==> src/hw/rtl/jsu_pkg.sv <==
// Package for the JSON string unescaper: codes, character constants, result bundle, helpers.
package jsu_pkg;

  // Parser modes
  typedef enum logic [2:0] {
    MODE_WAIT    = 3'd0,
    MODE_STR     = 3'd1,
    MODE_ESC     = 3'd2,
    MODE_HEX     = 3'd3,
    MODE_LOW_BSL = 3'd4,
    MODE_LOW_U   = 3'd5,
    MODE_LOW_HEX = 3'd6
  } mode_e;

  // Result kinds
  typedef enum logic [1:0] {
    KIND_DATA   = 2'd0,
    KIND_CLOSED = 2'd1,
    KIND_ERROR  = 2'd2
  } kind_e;

  // Error codes
  typedef enum logic [2:0] {
    ERR_NONE      = 3'd0,
    ERR_NO_QUOTE  = 3'd1,
    ERR_BAD_ESC   = 3'd2,
    ERR_BAD_HEX   = 3'd3,
    ERR_NO_LOW    = 3'd4,
    ERR_BAD_LOW   = 3'd5,
    ERR_EARLY_END = 3'd6
  } err_e;

  // Characters of interest
  localparam logic [7:0] CH_QUOTE = 8'h22;
  localparam logic [7:0] CH_BSL   = 8'h5C;
  localparam logic [7:0] CH_SLASH = 8'h2F;
  localparam logic [7:0] CH_B     = 8'h62;
  localparam logic [7:0] CH_F     = 8'h66;
  localparam logic [7:0] CH_N     = 8'h6E;
  localparam logic [7:0] CH_R     = 8'h72;
  localparam logic [7:0] CH_T     = 8'h74;
  localparam logic [7:0] CH_U     = 8'h75;

  // Bytes that the simple escapes stand for
  localparam logic [7:0] BYTE_BS = 8'h08;
  localparam logic [7:0] BYTE_FF = 8'h0C;
  localparam logic [7:0] BYTE_LF = 8'h0A;
  localparam logic [7:0] BYTE_CR = 8'h0D;
  localparam logic [7:0] BYTE_HT = 8'h09;

  // Surrogate ranges
  localparam logic [15:0] HIGH_SUR_LO = 16'hD800;
  localparam logic [15:0] HIGH_SUR_HI = 16'hDBFF;
  localparam logic [15:0] LOW_SUR_LO  = 16'hDC00;
  localparam logic [15:0] LOW_SUR_HI  = 16'hDFFF;
  localparam logic [10:0] SUPP_BASE   = 11'h040;  // 0x10000 >> 10

  // One to four result words caused by one input word
  typedef struct packed {
    kind_e           kind;
    err_e            err;
    logic [3:0][7:0] bytes;
    logic [2:0]      count;
  } bundle_t;

  typedef struct packed {
    logic [3:0][7:0] bytes;
    logic [2:0]      count;
  } utf8_t;

  // Hex digit value, bit 4 set when the byte is not a hex digit
  function automatic logic [4:0] hex_value(input logic [7:0] c);
    logic [4:0] v;
    v = 5'h10;
    if (c >= 8'h30 && c <= 8'h39) v = 5'(c - 8'h30);
    else if (c >= 8'h61 && c <= 8'h66) v = 5'(c - 8'h57);
    else if (c >= 8'h41 && c <= 8'h46) v = 5'(c - 8'h37);
    return v;
  endfunction

  // UTF-8 encoding of a code point, first byte in slot 0
  function automatic utf8_t utf8_encode(input logic [20:0] cp);
    utf8_t r;
    r = '0;
    if (cp <= 21'h00007F) begin
      r.bytes[0] = cp[7:0];
      r.count    = 3'd1;
    end else if (cp <= 21'h0007FF) begin
      r.bytes[0] = 8'hC0 | {3'b000, cp[10:6]};
      r.bytes[1] = 8'h80 | {2'b00, cp[5:0]};
      r.count    = 3'd2;
    end else if (cp <= 21'h00FFFF) begin
      r.bytes[0] = 8'hE0 | {4'b0000, cp[15:12]};
      r.bytes[1] = 8'h80 | {2'b00, cp[11:6]};
      r.bytes[2] = 8'h80 | {2'b00, cp[5:0]};
      r.count    = 3'd3;
    end else begin
      r.bytes[0] = 8'hF0 | {5'b00000, cp[20:18]};
      r.bytes[1] = 8'h80 | {2'b00, cp[17:12]};
      r.bytes[2] = 8'h80 | {2'b00, cp[11:6]};
      r.bytes[3] = 8'h80 | {2'b00, cp[5:0]};
      r.count    = 3'd4;
    end
    return r;
  endfunction

endpackage

==> src/hw/rtl/jsu_if.sv <==
// Stream interfaces for the unescaper's input and result channels.
interface jsu_in_if;
  logic       valid;
  logic       ready;
  logic [7:0] in_byte;
  logic       end_of_input;

  modport source (output valid, output in_byte, output end_of_input, input ready);
  modport sink   (input valid, input in_byte, input end_of_input, output ready);
endinterface

interface jsu_out_if;
  logic       valid;
  logic       ready;
  logic [1:0] kind;
  logic [7:0] out_byte;
  logic [2:0] error_code;
  logic       last;

  modport source (output valid, output kind, output out_byte, output error_code,
                  output last, input ready);
  modport sink   (input valid, input kind, input out_byte, input error_code,
                  input last, output ready);
endinterface

==> src/hw/rtl/json_string_unescape_utf8_unit.sv <==
// Top level of the JSON string unescaper producing UTF-8.
//
//  channel  dir  word fields                              accepted when
//  in_i     in   in_byte[8], end_of_input[1]              valid && ready
//  out_o    out  kind[2], out_byte[8], error_code[3],     valid && ready
//                last[1]
//
// One input word is taken per cycle unless stalled; its results land in a result register
// the next cycle and leave one word per cycle through the output serialiser while out_o
// is ready. A word with several results holds the output until its last word is taken,
// so with out_o ready input runs at one word per cycle while each yields at most one
// result. The result register lets one more input word in while the serialiser waits.
// Reset puts the parser back to waiting for a quote and empties both stages.
module json_string_unescape_utf8_unit (
  input  logic clk_i,
  input  logic rst_ni,
  jsu_in_if.sink    in_i,
  jsu_out_if.source out_o
);
  import jsu_pkg::*;

  logic    res_valid, res_ready;
  bundle_t res;

  jsu_decode u_decode (
    .clk_i       (clk_i),
    .rst_ni      (rst_ni),
    .in_i        (in_i),
    .res_valid_o (res_valid),
    .res_o       (res),
    .res_ready_i (res_ready)
  );

  jsu_emit u_emit (
    .clk_i       (clk_i),
    .rst_ni      (rst_ni),
    .res_valid_i (res_valid),
    .res_i       (res),
    .res_ready_o (res_ready),
    .out_o       (out_o)
  );

endmodule

==> src/hw/rtl/jsu_decode.sv <==
// Parser state machine and result register: one input word decoded per cycle while in_i.ready is high.
module jsu_decode (
  input  logic              clk_i,
  input  logic              rst_ni,
  jsu_in_if.sink            in_i,
  output logic              res_valid_o,
  output jsu_pkg::bundle_t  res_o,
  input  logic              res_ready_i
);
  import jsu_pkg::*;

  mode_e       mode_q, mode_d;
  logic [1:0]  hex_cnt_q, hex_cnt_d;
  logic [15:0] hex_acc_q, hex_acc_d;
  logic [9:0]  high_q, high_d;
  logic        res_valid_q, res_valid_d;
  bundle_t     res_q, res_d;

  logic        accept;
  logic [4:0]  digit;
  logic [15:0] acc_next;
  logic [20:0] supp_cp;
  utf8_t       bmp_enc, supp_enc;

  assign accept     = in_i.valid && in_i.ready;
  assign in_i.ready = !res_valid_q || res_ready_i;

  // Hex gathering and the two encodings a completed escape can take
  assign digit    = hex_value(in_i.in_byte);
  assign acc_next = {hex_acc_q[11:0], digit[3:0]};
  assign supp_cp  = {(11'(high_q) + SUPP_BASE), acc_next[9:0]};
  assign bmp_enc  = utf8_encode({5'b00000, acc_next});
  assign supp_enc = utf8_encode(supp_cp);

  // Next state and the result bundle of the current word
  always_comb begin
    mode_d    = mode_q;
    hex_cnt_d = hex_cnt_q;
    hex_acc_d = hex_acc_q;
    high_d    = high_q;
    res_d     = '{kind: KIND_DATA, err: ERR_NONE, bytes: '0, count: 3'd0};

    if (in_i.end_of_input) begin
      if (mode_q != MODE_WAIT) begin
        res_d.kind  = KIND_ERROR;
        res_d.err   = ERR_EARLY_END;
        res_d.count = 3'd1;
      end
    end else begin
      unique case (mode_q)
        MODE_STR: begin
          if (in_i.in_byte == CH_QUOTE) begin
            res_d.kind  = KIND_CLOSED;
            res_d.count = 3'd1;
            mode_d      = MODE_WAIT;
          end else if (in_i.in_byte == CH_BSL) begin
            mode_d = MODE_ESC;
          end else begin
            res_d.bytes[0] = in_i.in_byte;
            res_d.count    = 3'd1;
          end
        end

        MODE_ESC: begin
          res_d.count = 3'd1;
          mode_d      = MODE_STR;
          unique case (in_i.in_byte)
            CH_QUOTE, CH_BSL, CH_SLASH: res_d.bytes[0] = in_i.in_byte;
            CH_B: res_d.bytes[0] = BYTE_BS;
            CH_F: res_d.bytes[0] = BYTE_FF;
            CH_N: res_d.bytes[0] = BYTE_LF;
            CH_R: res_d.bytes[0] = BYTE_CR;
            CH_T: res_d.bytes[0] = BYTE_HT;
            CH_U: begin
              res_d.count = 3'd0;
              mode_d      = MODE_HEX;
              hex_cnt_d   = 2'd0;
              hex_acc_d   = 16'h0000;
            end
            default: begin
              res_d.kind = KIND_ERROR;
              res_d.err  = ERR_BAD_ESC;
            end
          endcase
        end

        MODE_HEX, MODE_LOW_HEX: begin
          if (digit[4]) begin
            res_d.kind  = KIND_ERROR;
            res_d.err   = ERR_BAD_HEX;
            res_d.count = 3'd1;
          end else if (hex_cnt_q != 2'd3) begin
            hex_cnt_d = hex_cnt_q + 2'd1;
            hex_acc_d = acc_next;
          end else begin
            hex_cnt_d = 2'd0;
            hex_acc_d = 16'h0000;
            if (mode_q == MODE_HEX) begin
              if (acc_next >= HIGH_SUR_LO && acc_next <= HIGH_SUR_HI) begin
                high_d = acc_next[9:0];
                mode_d = MODE_LOW_BSL;
              end else begin
                res_d.bytes = bmp_enc.bytes;
                res_d.count = bmp_enc.count;
                mode_d      = MODE_STR;
              end
            end else if (acc_next < LOW_SUR_LO || acc_next > LOW_SUR_HI) begin
              res_d.kind  = KIND_ERROR;
              res_d.err   = ERR_BAD_LOW;
              res_d.count = 3'd1;
            end else begin
              res_d.bytes = supp_enc.bytes;
              res_d.count = supp_enc.count;
              high_d      = 10'd0;
              mode_d      = MODE_STR;
            end
          end
        end

        MODE_LOW_BSL: begin
          if (in_i.in_byte == CH_BSL) begin
            mode_d = MODE_LOW_U;
          end else begin
            res_d.kind  = KIND_ERROR;
            res_d.err   = ERR_NO_LOW;
            res_d.count = 3'd1;
          end
        end

        MODE_LOW_U: begin
          if (in_i.in_byte == CH_U) begin
            mode_d    = MODE_LOW_HEX;
            hex_cnt_d = 2'd0;
            hex_acc_d = 16'h0000;
          end else begin
            res_d.kind  = KIND_ERROR;
            res_d.err   = ERR_NO_LOW;
            res_d.count = 3'd1;
          end
        end

        default: begin
          // waiting for the opening quote
          if (in_i.in_byte == CH_QUOTE) begin
            mode_d = MODE_STR;
          end else begin
            res_d.kind  = KIND_ERROR;
            res_d.err   = ERR_NO_QUOTE;
            res_d.count = 3'd1;
          end
        end
      endcase
    end

    // any error sends all state back to its reset values
    if (res_d.kind == KIND_ERROR) begin
      mode_d    = MODE_WAIT;
      hex_cnt_d = 2'd0;
      hex_acc_d = 16'h0000;
      high_d    = 10'd0;
    end
  end

  // Result register occupancy
  always_comb begin
    res_valid_d = res_valid_q && !res_ready_i;
    if (accept) res_valid_d = (res_d.count != 3'd0);
  end

  // Parser state
  always_ff @(posedge clk_i or negedge rst_ni) begin
    if (!rst_ni) begin
      mode_q      <= MODE_WAIT;
      hex_cnt_q   <= 2'd0;
      hex_acc_q   <= 16'h0000;
      high_q      <= 10'd0;
      res_valid_q <= 1'b0;
    end else begin
      res_valid_q <= res_valid_d;
      if (accept) begin
        mode_q    <= mode_d;
        hex_cnt_q <= hex_cnt_d;
        hex_acc_q <= hex_acc_d;
        high_q    <= high_d;
      end
    end
  end

  // Result payload
  always_ff @(posedge clk_i) begin
    if (accept && res_d.count != 3'd0) res_q <= res_d;
  end

  assign res_valid_o = res_valid_q;
  assign res_o       = res_q;

endmodule

==> src/hw/rtl/jsu_emit.sv <==
// Output serialiser: sends the words of one result bundle one per cycle while out_o.ready is high.
module jsu_emit (
  input  logic              clk_i,
  input  logic              rst_ni,
  input  logic              res_valid_i,
  input  jsu_pkg::bundle_t  res_i,
  output logic              res_ready_o,
  jsu_out_if.source         out_o
);
  import jsu_pkg::*;

  bundle_t    buf_q;
  logic       valid_q, valid_d;
  logic [1:0] idx_q, idx_d;
  logic       is_last, take, load;

  assign is_last     = (({1'b0, idx_q} + 3'd1) == buf_q.count);
  assign take        = valid_q && out_o.ready;
  assign res_ready_o = !valid_q || (take && is_last);
  assign load        = res_valid_i && res_ready_o;

  // Index and occupancy
  always_comb begin
    valid_d = valid_q;
    idx_d   = idx_q;
    if (take) begin
      if (is_last) valid_d = 1'b0;
      else idx_d = idx_q + 2'd1;
    end
    if (load) begin
      valid_d = 1'b1;
      idx_d   = 2'd0;
    end
  end

  always_ff @(posedge clk_i or negedge rst_ni) begin
    if (!rst_ni) begin
      valid_q <= 1'b0;
      idx_q   <= 2'd0;
    end else begin
      valid_q <= valid_d;
      idx_q   <= idx_d;
    end
  end

  always_ff @(posedge clk_i) begin
    if (load) buf_q <= res_i;
  end

  // Result word
  assign out_o.valid      = valid_q;
  assign out_o.kind       = buf_q.kind;
  assign out_o.out_byte   = buf_q.bytes[idx_q];
  assign out_o.error_code = buf_q.err;
  assign out_o.last       = is_last;

endmodule

==> src/flat_wrapper.sv <==
// flat-port wrapper written by rule: the top's interface ports become plain ports
module json_string_unescape_utf8_unit_flat import jsu_pkg::*;
  (clk_i, rst_ni, in_i_valid, in_i_in_byte, in_i_end_of_input, in_i_ready, out_o_valid, out_o_kind, out_o_out_byte, out_o_error_code, out_o_last, out_o_ready);
  jsu_in_if in_i_i ();
  jsu_out_if out_o_i ();
  input  logic clk_i;
  input  logic rst_ni;
  input wire logic [$bits(in_i_i.valid)-1:0] in_i_valid;
  input wire logic [$bits(in_i_i.in_byte)-1:0] in_i_in_byte;
  input wire logic [$bits(in_i_i.end_of_input)-1:0] in_i_end_of_input;
  output wire logic [$bits(in_i_i.ready)-1:0] in_i_ready;
  output wire logic [$bits(out_o_i.valid)-1:0] out_o_valid;
  output wire logic [$bits(out_o_i.kind)-1:0] out_o_kind;
  output wire logic [$bits(out_o_i.out_byte)-1:0] out_o_out_byte;
  output wire logic [$bits(out_o_i.error_code)-1:0] out_o_error_code;
  output wire logic [$bits(out_o_i.last)-1:0] out_o_last;
  input wire logic [$bits(out_o_i.ready)-1:0] out_o_ready;
  assign in_i_i.valid = in_i_valid;
  assign in_i_i.in_byte = in_i_in_byte;
  assign in_i_i.end_of_input = in_i_end_of_input;
  assign in_i_ready = in_i_i.ready;
  assign out_o_valid = out_o_i.valid;
  assign out_o_kind = out_o_i.kind;
  assign out_o_out_byte = out_o_i.out_byte;
  assign out_o_error_code = out_o_i.error_code;
  assign out_o_last = out_o_i.last;
  assign out_o_i.ready = out_o_ready;
  json_string_unescape_utf8_unit u_core (.clk_i(clk_i), .rst_ni(rst_ni), .in_i(in_i_i), .out_o(out_o_i));
endmodule
==> config.mk <==
export PLATFORM = sky130hd
export DESIGN_NAME = json_string_unescape_utf8_unit_flat
export DESIGN_NICKNAME = d
export VERILOG_FILES = /design/src/hw/rtl/jsu_pkg.sv /design/src/hw/rtl/jsu_if.sv /design/src/hw/rtl/json_string_unescape_utf8_unit.sv /design/src/hw/rtl/jsu_decode.sv /design/src/hw/rtl/jsu_emit.sv /design/src/flat_wrapper.sv
export SDC_FILE = /design/constraint.sdc
export NUM_CORES = 1
export LEC_CHECK = 0
export ABC_AREA = 1
export BUFFER_PORTS_ARGS = -buffer_cell sky130_fd_sc_hd__buf_2
export CORE_UTILIZATION = 50
export CTS_BUF_LIST = sky130_fd_sc_hd__clkbuf_8
export DETAILED_ROUTE_END_ITERATION = 10
export PLACE_DENSITY = 0.72
export SYNTH_ARGS = -nofsm -noshare
export SYNTH_HDL_FRONTEND = slang
export SYNTH_SLANG_ARGS = --single-unit
export TNS_END_PERCENT = 1
==> constraint.sdc <==
create_clock -name clk_i -period 3.3 [get_ports clk_i]
set_input_delay 0.165 -clock clk_i [delete_from_list [all_inputs] [get_ports clk_i]]
set_output_delay 0.165 -clock clk_i [all_outputs]
set_load 0.005 [all_outputs]
-- After elaboration in Yosys (flattened, before gate mapping)
Cells that the tools add are included.
- bits in read-only memories: 0
- output and inout bits: 16
- bits in writable memories: 0
- bits in registers: 111
- memories kept: 0
- input port bits: 13
- latch bits: 0
- shift operators: 0
- multiply operators: 0
- equal/unequal tests: 31
- bitwise gates (word level): 1
- magnitude comparators: 16
- $add $sub $neg: 7
- div/mod/pow operators: 0
- muxes and demuxes: 86
- reduce and logical (&&, ||, !) cells: 33
- operator list (operator ; count):
    10-bit 2-to-1 mux ; 8
    12-bit 2-to-1 mux ; 5
    5-bit 2-to-1 mux ; 12
    8-bit by 7-bit equality test with 1-bit output, second input constant ; 7
    3-bit 2-to-1 mux ; 16
    8-bit case mux with 6 select lines ; 1
    40-bit 2-to-1 mux ; 1
    8-bit 2-to-1 mux ; 5
    35-bit 2-to-1 mux ; 1
    11-bit 2-to-1 mux ; 3
    16-bit 2-to-1 mux ; 2
    32-bit 2-to-1 mux ; 1
    3-bit case mux with 5 select lines ; 2
    27-bit 2-to-1 mux ; 1
    25-bit 2-to-1 mux ; 1
    24-bit 2-to-1 mux ; 1
    12-bit case mux with 2 select lines ; 1
    8-bit case mux with 3 select lines ; 1
    21-bit by 11-bit <= comparator with 1-bit output, second input constant ; 1
    21-bit by 16-bit <= comparator with 1-bit output, second input constant ; 1
    21-bit by 7-bit <= comparator with 1-bit output, second input constant ; 1
    19-bit 2-to-1 mux ; 1
    2-bit 2-to-1 mux ; 9
    17-bit 2-to-1 mux ; 1
    47 further kinds ; 91

-- Longest topological paths before layout
- depth in word-level cells: 18
- mapped depth: 24
- depth with buffers taken out: 23

-- Modules after synthesis
Synthesis repeated with hierarchy kept, for this count alone.
- cells, all modules: 711
- area, all modules: 6158.4 sq um
- modules (own cells, without submodules) (module ; times used ; sequential area each (sq um) ; cells an instance ; area an instance (sq um)):
    jsu_decode ; 1 ; 1811.7 ; 586 ; 4461.8
    jsu_emit ; 1 ; 1276.2 ; 125 ; 1696.6

-- Worst setup path before layout
OpenSTA, ideal clock, no wires.
- path kind: reg-to-reg
- start: register u_core.u_emit.idx_q[1]
- end: register u_core.u_emit.buf_q[0] in the netlist's numbering, enable pin
- stages on the path, launching flop included: 9
- setup slack: 0.025 ns
- library setup time: 0.432 ns
- path buffers: 0
- arrival time: 2.843 ns
- cell sequence: dfrtp_1 > ha_1 > xnor2_1 > nand3_1 > nand2_1 > inv_1 > nor2_1 > inv_1 > nor2_1
- cells in the longest elaborated chain, start to end: 5
- RTL lines (element ; line ; RTL):
    start: declaration ; jsu_emit.sv:14 ; logic [1:0] idx_q, idx_d;
    start signal: assignment ; jsu_emit.sv:42 ; idx_q <= idx_d;
    2-bit by 1-bit adder with 3-bit output ; jsu_emit.sv:17 ; assign is_last = (({1'b0, idx_q} + 3'd1) == buf_q.count);
    3-bit equality test ; jsu_emit.sv:17 ;
    1-bit logical AND ; jsu_emit.sv:19 ; assign res_ready_o = !valid_q || (take && is_last);
    1-bit logical OR ; jsu_emit.sv:19 ;
    1-bit logical AND ; jsu_emit.sv:20 ; assign load = res_valid_i && res_ready_o;
    named net u_core.u_emit.load ; jsu_emit.sv:15 ; logic is_last, take, load;
    end signal: assignment ; jsu_emit.sv:47 ; if (load) buf_q <= res_i;
    end: declaration ; jsu_emit.sv:12 ; bundle_t buf_q;
The timed path passes the listed nets, and every way through them passes these cells.
A chain may end at the register's enable or synchronous reset.

-- Final worst setup path
- start: register u_core.u_decode.high_q[6]
- end: register u_core.u_decode.res_q (netlist bit u_core.u_decode.res_o[20]), enable pin
- cells in the longest elaborated chain, start to end: 13
- elaborated cells between the ends (all ways): 15
- RTL lines (element ; line ; RTL):
    start: declaration ; jsu_decode.sv:15 ; logic [9:0] high_q, high_d;
    start signal: assignment ; jsu_decode.sv:184 ; high_q <= high_d;
    10-bit by 7-bit adder with 11-bit output * ; jsu_decode.sv:31 ; assign supp_cp = {(11'(high_q) + SUPP_BASE), acc_next[9:0]};
    21-bit by 16-bit <= comparator with 1-bit output ; jsu_pkg.sv:92 ; end else if (cp <= 21'h00FFFF) begin
    25-bit 2-to-1 mux ; jsu_pkg.sv:92 ;
    19-bit 2-to-1 mux ; jsu_pkg.sv:88 ; end else if (cp <= 21'h0007FF) begin
    11-bit 2-to-1 mux * ; jsu_pkg.sv:85 ; if (cp <= 21'h00007F) begin
    3-bit 2-to-1 mux * ; jsu_decode.sv:107 ; end else if (acc_next < LOW_SUR_LO || acc_next > LOW_SUR_HI) begin
    35-bit 2-to-1 mux * ; jsu_decode.sv:98 ; if (mode_q == MODE_HEX) begin
    40-bit 2-to-1 mux * ; jsu_decode.sv:92 ; end else if (hex_cnt_q != 2'd3) begin
    3-bit 2-to-1 mux * ; jsu_decode.sv:88 ; if (digit[4]) begin
    3-bit case mux with 4 select lines * ; jsu_decode.sv:50 ; unique case (mode_q)
    3-bit 2-to-1 mux * ; jsu_decode.sv:43 ; if (in_i.end_of_input) begin
    3-bit nonzero test * ; jsu_decode.sv:191 ; if (accept && res_d.count != 3'd0) res_q <= res_d;
    1-bit logical AND * ; jsu_decode.sv:191 ;
    end signal: assignment ; jsu_decode.sv:191 ;
    end: declaration ; jsu_decode.sv:17 ; bundle_t res_q, res_d;
Every way passes the cells marked *; elsewhere a longest branch is shown, timed or not.

==> results.yml <==
cells_and_area:
  final_cell_mix: "nand2_1 (97), inv_1 (89), edfxtp_1 (74)"
  area_growth_pct: 7.793
  antenna_cells: 0
  drive_above_1_share: 0.1683
  layout_commonest_cell: "nand2_1"
  nets: 723
logic_synthesis:
  ys_ff_latch: 105
  synth_area_sq_um: 5957
  async_reset_ff_frac: 0.2952
  synth_top_area_frac: 0.3730
  syn-instance-count: 672
  yosysTopAreaCell: "edfxtp_1"
  synth.distinct_cells: 48
  synth_edf_count: 74
  avgSynthCellArea_sq_um: 8.865
  synth_top_flop_cell: "edfxtp_1"
  yosys_warnings: 0
  synth_fp_nets: 693
  ys_seq_area_frac: 0.5033
  ys_top_cells_by_area: "edfxtp_1 (37%), dfrtp_1 (13%), nand2_1 (6.1%)"
clock_network:
  clk_latency_ns: 0.38
  clock-sinks: 105
  clkTransAtPathRegs_ns: 0.10
  cts_tree: "done"
  cts_inserted_buffers: 9
  cts_buffer_depth: 2
  post_cts_buffers: 0
  cts_root_buf: "clkbuf_8"
  htreeDepth: 3
routing:
  drt_wl_total_um: 14660
  vias_per_cell: 5.669
  final_antenna_net_count: 0
  vias: 4819
  drc_errors: 9
  drtIter0Drc: 400
  wl_per_cell_um: 17.24
  dr.pass1.iters: 8
sta:
  hold_violations: 0
  finalClockSkew_ns: 0.01365
  rsz0062_at_grt: "no"
  fin_ws_ns: 0.4077
  setup_viol: 0
  slew_headroom: 0.4942
  fmax_mhz: 345.7
  maxSlewViolCount: 0
  worst_slew_pin_slew_ns: 0.7587
  setup_tns_ns: 0
  period_share: 0.8765
  period_minus_slack_ns: 2.892
worst_setup_path:
  r2r_setup_slack_ns: 0.41
  worstPathBufferInverterCount: 3
  cp-start-kind: "flop"
  cp_common_cell: "nand2_1"
  ff2ff_path_depth: 19
  critical_path.slowest_cell: "dfrtp_1"
  cp-endpoint: "u_core.u_decode.res_o[20]"
  setup.worst_path.start: "u_core.u_decode.high_q[6]"
  crit_family: "simple AND/OR/NAND/NOR gates"
  crit_arrival_ns: 2.97
  path_cells: "ha_1 -> nand3_1 -> inv_1 -> nor2_1 -> nand2_1 -> nor2_1 -> nand2_1 -> nor2_1 -> o21ai_1 -> nand2_1 -> nand2_1 -> nand2_2 -> o21ai_1 -> nand2_1 -> nand2_1 -> nand3_1 -> nand2_1 -> inv_1 -> buf_12"
  worstPathMaxFanout: 37
  timing.rr.start: "u_core.u_decode.high_q[6]"
  crit_required_ns: 3.38
  cpPeakStageDelay_ns: 0.46
  path_depth: 19
  cp-end-kind: "flop"
  r2r-end: "u_core.u_decode.res_o[20]"
  path_class: "reg2reg"
placement:
  preCtsSetupSlack_ns: 0.2169
  port_buffers: 28
  place.gp.congestion: 0.9912
  dp_hpwl_um: 11350
run:
  maxCapViolCount: 0
run_status:
  violations: "design-rule violations"
  status: "complete, but fails checks"
die:
  chipHeight_um: 111.2
  start_util: 0.5173
  core-area_sq_um: 11520
  ioPinCount: 29
  dieWidth_um: 111.2
  rows: 39
  fp.dieArea_sq_um: 12350
power_and_ir_drop:
  peakVddDrop_mv: 0.3893
  p_leak_uw: 0.002566
  power_density_nw_per_um2: 701.4
global_route:
  grt_antenna_before_repair: 0
  first_global_vias: 4633
  grt_max_degree: 38
  grt_pass1_wl_um: 23770
  gr-total-overflow: 0
  grt_util_all_layers: 0.2512
min_path:
  hold_path.class: "in2reg"
kinds of logic (layout without fill, tap and decap cells):
logic type	after synthesis	in the layout	synth area share
and+or+nand+nor	289	289	0.2397
AOI/OAI and AO/OA	138	138	0.1388
buffers and inverters	126	161	0.09263
DFF	105	105	0.5033
adders and majority gates	8	8	0.01680
xor gates and xnor gates	6	6	0.008822
synth_stat cells, drive strengths merged (8+ instances only):
| master | n |
|---|---|
| nand2 | 116 |
| inv | 102 |
| nor2 | 78 |
| edfxtp | 74 |
| nand3 | 65 |
| o21ai | 63 |
| a21oi | 32 |
| dfrtp | 31 |
| o22ai | 20 |
| buf | 16 |
| nor3 | 11 |
| nand4 | 9 |
| ha | 8 |
area by class of cell:
class / count / area (sq um)
Clock inverter: 6 / 41.29
Tap cell: 143 / 178.9
Timing Repair Buffer: 42 / 260.3
Multi-Input combinational cell: 441 / 2415
Fill cell: 1065 / 5095
Inverter: 103 / 390.4
Sequential cell: 105 / 2998
Clock buffer: 10 / 137.6
stage by stage:
step | std cells | utilization | power (uW) | cell area [sq um] | hold WS (ns)
final | 850 | 0.5576 | 4504 | 6421 | 0.04574
after global routing | 850 | 0.5576 | 4810 | 6421 | 0.04198
after CTS | 850 | 0.5576 | 4507 | 6421 | 0.02750
after detailed placement | 833 | 0.5412 | 3774 | 6232 | 0.2660
after global placement | 833 | 0.5412 | 3743 | 6232 | 0.2456
after floorplan | 672 | - | 3242 | 5957 | -0.1306
worst register-to-register path: stages (launching register included):
cell     delay (ns)
dfrtp_1        0.46
ha_1           0.25
nand3_1        0.14
inv_1          0.06
nor2_1         0.09
nand2_1        0.08
nor2_1         0.17
nand2_1        0.10
nor2_1         0.16
o21ai_1        0.09
nand2_1        0.09
nand2_1        0.08
nand2_2        0.13
o21ai_1        0.10
nand2_1        0.06
nand2_1        0.06
nand3_1        0.07
nand2_1        0.07
inv_1          0.11
buf_12         0.21
sequential cells by signal (all words and copies together), names as in the netlist, 2 cells and up:
name and cells:
u_core.u_emit.out_o.kind 2, u_core.u_decode.mode_q 3, u_core.u_emit.buf_q 32, u_core.u_emit.out_o.error_code 3, u_core.u_decode.high_q 10, u_core.u_decode.hex_cnt_q 2, u_core.u_emit.idx_q 2, u_core.u_decode.hex_acc_q 12
u_core.u_decode.res_o 37
routing by layer:
metal / vias up / GRT usage / part of all wire
met4: 0 / 0.08919 / 0.021
li1: 2347 / - / -
met3: 28 / 0.04647 / 0.066
met1: 2262 / 0.3401 / 0.45
met2: 182 / 0.4055 / 0.46
met5: - / 0 / 0
power by group:
group          switching, uW  internal (uW)  total (uW)
Clock                    438            296         734
Combinational           1270            567        1840
Sequential               159           1770        1930
Total                   1870           2630        4500
worst min-delay path by stage:
stage	from	endpoint	slack [ns]	cells past startpoint
after global placement	rst_ni	u_core.u_emit.idx_q[1]	0.25	1
after detailed placement	rst_ni	u_core.u_emit.idx_q[0]	0.27	1
after global routing	out_o_ready	u_core.u_emit.idx_q[0]	0.04	3
after CTS	out_o_ready	u_core.u_emit.idx_q[1]	0.03	3
final	out_o_ready	u_core.u_emit.idx_q[1]	0.05	3
after floorplan	rst_ni	u_core.u_decode.hex_acc_q[0]	-0.13	0
repair_timing:
item | 4_1_cts | 5_1_grt
hold buffers | 1 | 0
resized for setup | 0 | 0
hold endpoints to repair | 31 | 0
(Power assumes the default switching activity.)
